## config.mk

```make
export PLATFORM = sky130hd
export DESIGN_NAME = sensor_node_table_with_aging_core_flat
export DESIGN_NICKNAME = d
export VERILOG_FILES = /design/src/rtl/snt_pkg.sv /design/src/rtl/snt_in_if.sv /design/src/rtl/snt_out_if.sv /design/src/rtl/snt_cell.sv /design/src/rtl/sensor_node_table_with_aging_core.sv /design/src/flat_wrapper.sv
export SDC_FILE = /design/constraint.sdc
export NUM_CORES = 2
export LEC_CHECK = 0
export BUFFER_PORTS_ARGS = -buffer_cell sky130_fd_sc_hd__buf_2
export CAP_MARGIN = 20
export CORE_MARGIN = 3
export CORE_UTILIZATION = 31
export CTS_BUF_LIST = sky130_fd_sc_hd__clkbuf_4 sky130_fd_sc_hd__clkbuf_8
export CTS_CLUSTER_SIZE = 14
export DETAILED_ROUTE_END_ITERATION = 6
export HOLD_SLACK_MARGIN = 0.02
export PLACE_DENSITY = 0.45
export SYNTH_ARGS = -nofsm -noshare
export SYNTH_HDL_FRONTEND = slang
export SYNTH_HIERARCHICAL = 1
export SYNTH_SLANG_ARGS = --single-unit
export TNS_END_PERCENT = 100
```

## constraint.sdc

```tcl
create_clock -name clk_i -period 7 [get_ports clk_i]
set_clock_uncertainty 0.15 [all_clocks]
set_input_delay 1.4 -clock clk_i [delete_from_list [all_inputs] [get_ports clk_i]]
set_output_delay 1.4 -clock clk_i [all_outputs]
set_load 0.05 [all_outputs]
```

## src/rtl/snt_pkg.sv

```systemverilog
// ----------------------------------------------------------------------------
// Sensor node table package
// Shared types and codes for the sensor node table and its cells.
// ----------------------------------------------------------------------------
package snt_pkg;

  localparam int unsigned KeyW  = 56;
  localparam int unsigned TimeW = 32;

  typedef enum logic [1:0] {
    ACT_REPORT = 2'd0,
    ACT_SWEEP  = 2'd1,
    ACT_CLEAR  = 2'd2
  } act_e;

  // Action code that carries no meaning; such a request is consumed silently.
  localparam logic [1:0] ACT_UNUSED = 2'd3;

  typedef enum logic [2:0] {
    ST_UPDATED  = 3'd0,
    ST_INSERTED = 3'd1,
    ST_DROPPED  = 3'd2,
    ST_SWEPT    = 3'd3,
    ST_CLEARED  = 3'd4
  } stat_e;

  localparam logic [31:0] ExpireReset = 32'd60000;

  typedef struct packed {
    logic signed [15:0] temperature;
    logic [13:0]        humidity;
    logic [6:0]         battery;
    logic signed [7:0]  signal;
    logic [31:0]        boots;
    logic [TimeW-1:0]   stamp;
  } reading_t;

  typedef struct packed {
    logic             active;
    act_e             act;
    logic [TimeW-1:0] now;
    logic [KeyW-1:0]  key;
    reading_t         rd;
    logic             found;
    logic             ins;
  } tok_t;

endpackage

```

## src/rtl/snt_in_if.sv

```systemverilog
// ----------------------------------------------------------------------------
// Sensor node table request channel
// Valid/ready channel that carries one table request.
// ----------------------------------------------------------------------------
interface snt_in_if;
  logic               valid;
  logic               ready;
  logic [1:0]         action;
  logic [31:0]        now_ms;
  logic [7:0]         product_type;
  logic [47:0]        mac_address;
  logic signed [15:0] temperature_centi;
  logic [13:0]        humidity_centi;
  logic [6:0]         battery_pct;
  logic signed [7:0]  signal_strength;
  logic [31:0]        boot_number;

  modport source (
    output valid, action, now_ms, product_type, mac_address, temperature_centi,
           humidity_centi, battery_pct, signal_strength, boot_number,
    input  ready
  );
  modport sink (
    input  valid, action, now_ms, product_type, mac_address, temperature_centi,
           humidity_centi, battery_pct, signal_strength, boot_number,
    output ready
  );
endinterface

```

## src/rtl/snt_out_if.sv

```systemverilog
// ----------------------------------------------------------------------------
// Sensor node table result channel
// Valid/ready channel that carries one table result.
// ----------------------------------------------------------------------------
interface snt_out_if;
  logic       valid;
  logic       ready;
  logic [2:0] status;
  logic [3:0] slot;
  logic [4:0] valid_count;
  logic [4:0] expired_count;

  modport source (
    output valid, status, slot, valid_count, expired_count,
    input  ready
  );
  modport sink (
    input  valid, status, slot, valid_count, expired_count,
    output ready
  );
endinterface

```

## src/rtl/snt_cell.sv

```systemverilog
// ----------------------------------------------------------------------------
// Sensor node table cell
// Holds one table slot and applies the passing request to it, then hands the
// request and its running counts to the next cell.
// ----------------------------------------------------------------------------
module snt_cell #(
  parameter int unsigned IDX = 0,
  parameter int unsigned CW  = 5,
  parameter int unsigned IW  = 4
) (
  input  logic           clk_i,
  input  logic           rst_ni,
  input  logic [31:0]    expire_ms_i,
  input  snt_pkg::tok_t  tok_i,
  input  logic [IW-1:0]  slot_i,
  input  logic [CW-1:0]  used_i,
  input  logic [CW-1:0]  vcnt_i,
  input  logic [CW-1:0]  ecnt_i,
  output snt_pkg::tok_t  tok_o,
  output logic [IW-1:0]  slot_o,
  output logic [CW-1:0]  used_o,
  output logic [CW-1:0]  vcnt_o,
  output logic [CW-1:0]  ecnt_o
);
  import snt_pkg::*;

  localparam logic [CW-1:0] IdxC = CW'(IDX);
  localparam logic [IW-1:0] IdxS = IW'(IDX);

  logic [KeyW-1:0] key_q;
  reading_t        rd_q;
  logic            valid_q, valid_d;
  tok_t            tok_q, tok_d;
  logic [IW-1:0]   slot_q, slot_d;
  logic [CW-1:0]   used_q, used_d;
  logic [CW-1:0]   vcnt_q, vcnt_d;
  logic [CW-1:0]   ecnt_q, ecnt_d;
  logic            in_use, hit, app, wr, expire, counted;
  logic [TimeW-1:0] age;

  always_comb begin
    in_use  = IdxC < used_i;
    hit     = tok_i.active && (tok_i.act == ACT_REPORT) && !tok_i.found && in_use &&
              (key_q == tok_i.key);
    app     = tok_i.active && (tok_i.act == ACT_REPORT) && !tok_i.found &&
              (used_i == IdxC);
    wr      = hit || app;
    age     = tok_i.now - rd_q.stamp;
    expire  = tok_i.active && (tok_i.act == ACT_SWEEP) && in_use && valid_q &&
              (age > expire_ms_i);

    valid_d = valid_q;
    if (tok_i.active && (tok_i.act == ACT_CLEAR)) begin
      valid_d = 1'b0;
    end else if (wr) begin
      valid_d = 1'b1;
    end else if (expire) begin
      valid_d = 1'b0;
    end

    used_d  = app ? used_i + CW'(1) : used_i;
    counted = valid_d && (IdxC < used_d);
    vcnt_d  = vcnt_i + CW'(counted);
    ecnt_d  = ecnt_i + CW'(expire);
    slot_d  = wr ? IdxS : slot_i;

    tok_d       = tok_i;
    tok_d.found = tok_i.found | wr;
    tok_d.ins   = tok_i.ins | app;
  end

  always_ff @(posedge clk_i or negedge rst_ni) begin
    if (!rst_ni) begin
      valid_q <= 1'b0;
      tok_q   <= '0;
    end else begin
      valid_q <= valid_d;
      tok_q   <= tok_d;
    end
  end

  always_ff @(posedge clk_i) begin
    slot_q      <= slot_d;
    used_q      <= used_d;
    vcnt_q      <= vcnt_d;
    ecnt_q      <= ecnt_d;
    if (wr) begin
      rd_q <= tok_i.rd;
    end
    if (app) begin
      key_q <= tok_i.key;
    end
  end

  assign tok_o  = tok_q;
  assign slot_o = slot_q;
  assign used_o = used_q;
  assign vcnt_o = vcnt_q;
  assign ecnt_o = ecnt_q;

endmodule

```

## src/rtl/sensor_node_table_with_aging_core.sv

```systemverilog
// ----------------------------------------------------------------------------
// Sensor node table with aging
// Keyed node table with report upsert, timeout sweep and clear.
// ----------------------------------------------------------------------------
// The table is a chain of MAX_NODES cells, one slot per cell. An accepted
// request enters a head register and then walks the chain one cell per clock,
// so each request passes the head register, every cell, a pending register and
// the output register before its result is visible; requests are handled one
// at a time, and the next request can be taken in the cycle the result appears.
// A new request can be taken while the previous result still waits at the
// output. A request with the unused action code is consumed without a result.
module sensor_node_table_with_aging_core #(
  parameter int unsigned MAX_NODES = 16
) (
  input  logic        clk_i,
  input  logic        rst_ni,
  input  logic        cfg_we_i,
  input  logic [31:0] cfg_wdata_i,
  snt_in_if.sink      req_i,
  snt_out_if.source   rsp_o
);
  import snt_pkg::*;

  localparam int unsigned CW = $clog2(MAX_NODES + 1);
  localparam int unsigned IW = (MAX_NODES > 1) ? $clog2(MAX_NODES) : 1;

  logic [31:0]   expire_q;
  logic [CW-1:0] used_q;
  logic          busy_q;
  tok_t          head_q;
  logic [CW-1:0] head_used_q;

  tok_t          tok  [MAX_NODES+1];
  logic [IW-1:0] slot [MAX_NODES+1];
  logic [CW-1:0] used [MAX_NODES+1];
  logic [CW-1:0] vcnt [MAX_NODES+1];
  logic [CW-1:0] ecnt [MAX_NODES+1];

  logic          pend_q;
  stat_e         pstat_q, pstat_d;
  logic [IW-1:0] pslot_q;
  logic [CW-1:0] pvcnt_q, pecnt_q;

  logic          out_valid_q;
  stat_e         ostat_q;
  logic [IW-1:0] oslot_q;
  logic [CW-1:0] ovcnt_q, oecnt_q;

  logic accept, start, done, load_out;

  assign req_i.ready = !busy_q;
  assign accept      = req_i.valid && !busy_q;
  assign start       = accept && (req_i.action != ACT_UNUSED);
  assign done        = tok[MAX_NODES].active;
  assign load_out    = pend_q && (!out_valid_q || rsp_o.ready);

  assign tok[0]  = head_q;
  assign slot[0] = '0;
  assign used[0] = head_used_q;
  assign vcnt[0] = '0;
  assign ecnt[0] = '0;

  for (genvar g = 0; g < MAX_NODES; g++) begin : g_cell
    snt_cell #(
      .IDX (g),
      .CW  (CW),
      .IW  (IW)
    ) u_cell (
      .clk_i       (clk_i),
      .rst_ni      (rst_ni),
      .expire_ms_i (expire_q),
      .tok_i       (tok[g]),
      .slot_i      (slot[g]),
      .used_i      (used[g]),
      .vcnt_i      (vcnt[g]),
      .ecnt_i      (ecnt[g]),
      .tok_o       (tok[g+1]),
      .slot_o      (slot[g+1]),
      .used_o      (used[g+1]),
      .vcnt_o      (vcnt[g+1]),
      .ecnt_o      (ecnt[g+1])
    );
  end

  always_comb begin
    unique case (tok[MAX_NODES].act)
      ACT_REPORT: begin
        if (!tok[MAX_NODES].found) begin
          pstat_d = ST_DROPPED;
        end else if (tok[MAX_NODES].ins) begin
          pstat_d = ST_INSERTED;
        end else begin
          pstat_d = ST_UPDATED;
        end
      end
      ACT_SWEEP: pstat_d = ST_SWEPT;
      ACT_CLEAR: pstat_d = ST_CLEARED;
      default:   pstat_d = ST_CLEARED;
    endcase
  end

  always_ff @(posedge clk_i or negedge rst_ni) begin
    if (!rst_ni) begin
      expire_q      <= ExpireReset;
      used_q        <= '0;
      busy_q        <= 1'b0;
      head_q        <= '0;
      head_used_q   <= '0;
      pend_q        <= 1'b0;
      out_valid_q   <= 1'b0;
    end else begin
      if (cfg_we_i) begin
        expire_q <= cfg_wdata_i;
      end
      head_q.active <= start;
      if (start) begin
        head_q.act            <= act_e'(req_i.action);
        head_q.now            <= req_i.now_ms;
        head_q.key            <= {req_i.product_type, req_i.mac_address};
        head_q.rd.temperature <= req_i.temperature_centi;
        head_q.rd.humidity    <= req_i.humidity_centi;
        head_q.rd.battery     <= req_i.battery_pct;
        head_q.rd.signal      <= req_i.signal_strength;
        head_q.rd.boots       <= req_i.boot_number;
        head_q.rd.stamp       <= req_i.now_ms;
        head_q.found          <= 1'b0;
        head_q.ins            <= 1'b0;
        head_used_q           <= (act_e'(req_i.action) == ACT_CLEAR) ? '0 : used_q;
      end
      if (start) begin
        busy_q <= 1'b1;
      end else if (load_out) begin
        busy_q <= 1'b0;
      end
      if (done) begin
        used_q <= used[MAX_NODES];
        pend_q <= 1'b1;
      end else if (load_out) begin
        pend_q <= 1'b0;
      end
      if (load_out) begin
        out_valid_q <= 1'b1;
      end else if (rsp_o.ready) begin
        out_valid_q <= 1'b0;
      end
    end
  end

  always_ff @(posedge clk_i) begin
    if (done) begin
      pstat_q <= pstat_d;
      pslot_q <= (pstat_d == ST_UPDATED || pstat_d == ST_INSERTED) ?
                 slot[MAX_NODES] : '0;
      pvcnt_q <= vcnt[MAX_NODES];
      pecnt_q <= ecnt[MAX_NODES];
    end
    if (load_out) begin
      ostat_q <= pstat_q;
      oslot_q <= pslot_q;
      ovcnt_q <= pvcnt_q;
      oecnt_q <= pecnt_q;
    end
  end

  assign rsp_o.valid         = out_valid_q;
  assign rsp_o.status        = ostat_q;
  assign rsp_o.slot          = 4'(oslot_q);
  assign rsp_o.valid_count   = 5'(ovcnt_q);
  assign rsp_o.expired_count = 5'(oecnt_q);

endmodule
```

## src/flat_wrapper.sv

```systemverilog
// flat-port wrapper written by rule: the top's interface ports become plain ports
module sensor_node_table_with_aging_core_flat import snt_pkg::*;
#(
  parameter int unsigned MAX_NODES = 16
)
  (clk_i, rst_ni, cfg_we_i, cfg_wdata_i, req_i_valid, req_i_action, req_i_now_ms, req_i_product_type, req_i_mac_address, req_i_temperature_centi, req_i_humidity_centi, req_i_battery_pct, req_i_signal_strength, req_i_boot_number, req_i_ready, rsp_o_valid, rsp_o_status, rsp_o_slot, rsp_o_valid_count, rsp_o_expired_count, rsp_o_ready);
  snt_in_if req_i_i ();
  snt_out_if rsp_o_i ();
  input  logic clk_i;
  input  logic rst_ni;
  input  logic cfg_we_i;
  input  logic [31:0] cfg_wdata_i;
  input wire logic [$bits(req_i_i.valid)-1:0] req_i_valid;
  input wire logic [$bits(req_i_i.action)-1:0] req_i_action;
  input wire logic [$bits(req_i_i.now_ms)-1:0] req_i_now_ms;
  input wire logic [$bits(req_i_i.product_type)-1:0] req_i_product_type;
  input wire logic [$bits(req_i_i.mac_address)-1:0] req_i_mac_address;
  input wire logic [$bits(req_i_i.temperature_centi)-1:0] req_i_temperature_centi;
  input wire logic [$bits(req_i_i.humidity_centi)-1:0] req_i_humidity_centi;
  input wire logic [$bits(req_i_i.battery_pct)-1:0] req_i_battery_pct;
  input wire logic [$bits(req_i_i.signal_strength)-1:0] req_i_signal_strength;
  input wire logic [$bits(req_i_i.boot_number)-1:0] req_i_boot_number;
  output wire logic [$bits(req_i_i.ready)-1:0] req_i_ready;
  output wire logic [$bits(rsp_o_i.valid)-1:0] rsp_o_valid;
  output wire logic [$bits(rsp_o_i.status)-1:0] rsp_o_status;
  output wire logic [$bits(rsp_o_i.slot)-1:0] rsp_o_slot;
  output wire logic [$bits(rsp_o_i.valid_count)-1:0] rsp_o_valid_count;
  output wire logic [$bits(rsp_o_i.expired_count)-1:0] rsp_o_expired_count;
  input wire logic [$bits(rsp_o_i.ready)-1:0] rsp_o_ready;
  assign req_i_i.valid = req_i_valid;
  assign req_i_i.action = req_i_action;
  assign req_i_i.now_ms = req_i_now_ms;
  assign req_i_i.product_type = req_i_product_type;
  assign req_i_i.mac_address = req_i_mac_address;
  assign req_i_i.temperature_centi = req_i_temperature_centi;
  assign req_i_i.humidity_centi = req_i_humidity_centi;
  assign req_i_i.battery_pct = req_i_battery_pct;
  assign req_i_i.signal_strength = req_i_signal_strength;
  assign req_i_i.boot_number = req_i_boot_number;
  assign req_i_ready = req_i_i.ready;
  assign rsp_o_valid = rsp_o_i.valid;
  assign rsp_o_status = rsp_o_i.status;
  assign rsp_o_slot = rsp_o_i.slot;
  assign rsp_o_valid_count = rsp_o_i.valid_count;
  assign rsp_o_expired_count = rsp_o_i.expired_count;
  assign rsp_o_i.ready = rsp_o_ready;
  sensor_node_table_with_aging_core #(.MAX_NODES(MAX_NODES)) u_core (.clk_i(clk_i), .rst_ni(rst_ni), .cfg_we_i(cfg_we_i), .cfg_wdata_i(cfg_wdata_i), .req_i(req_i_i), .rsp_o(rsp_o_i));
endmodule
```

==> out/qor.txt <==
Status: completed
Routed vias: 89580
Pleak: 78.02 nW
Clk network pwr share: 0.285
# resized after CTS: 0
Clk buf depth: 4
Sequential power share: 0.452
Routability cong.: 0.8238
PortBufs: 145
Crit path max fanout: 5
Detail Placement HPWL: 289600 um
Layout Cells excl Fill: 19800
Die H: 718.9 um
TritonCTS clock tree: done
Row count: 261
Internal power: 49.35 mW
Max Slew Vio Count: 0
Die area: 516800 um2
Post-route ant nets: 0
Vias in the first global route: 95450
Area of the multi-input gates: 52400 um2
RSZ-0062 raised after global routing: no
Setup Fix Bufs, Post-CTS: 0
Critical path class: register to register
Final WL: 378800 um
Commonest non-fill, non-tap cell in the layout: dfrtp_1
CP arrival: 7.28 ns
Setup violation total in the final timing report: 0
DRT iter0 DRCs: 4763
Switching share of power: 0.3325
CTS root buffer: clkbuf_8
Endpoints failing hold: 0
First-pass GRT wire length: 578200 um
Most frequent cells in the layout: dfrtp_1 (2024), edfxtp_1 (1442), inv_1 (1196)
Syn-to-layout area delta: 15.27%
Initial antenna violation count: 9
Fin crit period: 6.368 ns
# fillers: 48250
Clock slew at reported path FFs: 0.06 ns
Worst-skew pair later-pin latency: 1.19 ns
Total GRT Usage: 0.1442
VDD IR-drop max: 0.0002084 V
H-tree lvl count: 6
Placed cell count: 18600
Syn Area/Cell: 13.49 um2
Crit share post-route: 0.9097
Synth Instances: 11670
P_sw: 24.59 mW
Max-Slew Margin vs Limit: 0.2547
Initial DRT Pass Iterations: 5
DR WL/cell: 19.13 um
Clock buffer count from CTS: 647
Starting Density: 0.3114
Critical Path Start Type: register
Layout cell share with drive strength beyond 1: 0.1358
GR Overflow Total: 0
WP data required: 7.91 ns
Min Hold Slack: 0.1595 ns
Worst-Margin Slew: 1.108 ns
Synth Warn #: 6
DRC: 0
FF+latch area: 100200 um2
Combinational Power Share: 0.262
Cell area after synthesis: 157500 um2
Die width: 718.9 um
Largest net degree at the start of global routing: 182
Max-cap viol count: 0
Setup TNS: 0 ns
Routed vias/inst: 4.523
Io pins: 223
Fmax: 157.0 MHz
CTS Sinks: 3778
Hold Crit Class: register to register
Core area: 505800 um2
Final net count: 13860
CP endpoint kind: register
Pwr Density: 407.2 nW/um2
[layout make-up]
class / instances / share of cell area
flip-flops and latches: 3778 / 0.5521
multi-input cells: 6623 / 0.2886
clock buffers: 1031 / 0.06919
well taps: 6706 / 0.04621
inverters: 1207 / 0.02498
repair buffers: 284 / 0.01063
clock inverters: 172 / 0.008310
diodes: 3 / 0.00004134
[per-layer routing]
metal / routed length (um) / part of all wire / GRT usage / vias up
li1: - / - / - / 43240
met1: 177000 / 0.47 / 0.1952 / 43930
met2: 175500 / 0.46 / 0.2361 / 1657
met3: 12520 / 0.033 / 0.01898 / 749
met4: 13800 / 0.036 / 0.05351 / 0
met5: 0 / 0 / 0 / -
[flip-flops by register name (all words and copies together) (netlist names), 16 cells and up]
| name | cells |
|---|---|
| u_core/g_cell.u_cell/slot_o | 64 |
| u_core/g_cell.u_cell/rd_q | 512 |
| u_core/head_q | 91 |
| u_core/g_cell.u_cell/used_o | 80 |
| u_core/g_cell.u_cell/tok_o | 1880 |
| u_core/g_cell.u_cell/vcnt_o | 80 |
| u_core/g_cell.u_cell/key_q | 896 |
| u_core/g_cell.u_cell/valid_q | 16 |
| u_core/expire_q | 32 |
| u_core/g_cell.u_cell/ecnt_o | 80 |
[power groups by stage]
stage	Combinational, mW	Clock [mW]	Sequential (mW)
2_1_floorplan	14.6	0	31.3
3_3_place_gp	19.0	0	33.9
3_5_place_dp	19.5	0	34.1
4_1_cts	19.6	22.0	33.7
5_1_grt	21.8	23.0	34.3
6_report	19.4	21.1	33.4
[through the flow]
step	area (um2)	total power [mW]	worst slack (ns)	utilization
finish	181600	73.93	0.6322	0.3590
global route	181600	79.03	0.2554	0.3590
CTS	181600	75.24	0.4998	0.3590
detailed placement	167500	53.58	0.5255	0.3311
global placement	167500	52.93	0.5749	0.3311
floorplan	157600	45.86	0.2434	-
[critical path, cell delays in order, from the launching register on]
cell	delay (ns)
dfrtp_1	0.38
inv_1	0.07
ha_1	0.17
inv_1	0.06
fa_1	0.43
a211oi_2	0.22
o21ai_1	0.17
o31a_1	0.33
nor4_2	0.48
o21ai_2	0.27
a31oi_4	0.27
o21ai_0	0.12
xor2_1	0.16
ha_1	0.30
a21o_1	0.16
a21oi_1	0.15
o21a_1	0.13
nor2_1	0.03
nor4_1	0.30
buf_4	0.21
a21boi_0	0.09
buf_4	0.16
a2111oi_0	0.69
ha_1	0.31
ha_1	0.17
nand3_1	0.09
xnor2_1	0.13
[final timing paths]
check,start,to,slack [ns],depth (start not counted)
worst max register to register,u_core/g_cell[1].u_cell/tok_o[167],u_core/g_cell[2].u_cell/vcnt_o[4],0.63,26
min in group asynchronous,rst_ni,u_core/head_q[30],0.64,2
worst min register to register,u_core/g_cell[8].u_cell/tok_o[2],u_core/g_cell[9].u_cell/tok_o[2],0.16,0
worst min-delay path,u_core/g_cell[8].u_cell/tok_o[2],u_core/g_cell[9].u_cell/tok_o[2],0.16,0
worst max-delay path,u_core/g_cell[1].u_cell/tok_o[167],u_core/g_cell[2].u_cell/vcnt_o[4],0.63,26
max in group asynchronous,rst_ni,u_core/g_cell[13].u_cell/tok_o[193],4.48,4
[timing repair]
action                                  in CTS  in global routing
endpoints found under the hold margin       43                  0
hold buffers                                 1                  0
endpoints found under the setup margin       0                  0
Power figures use the tool's default switching activity.
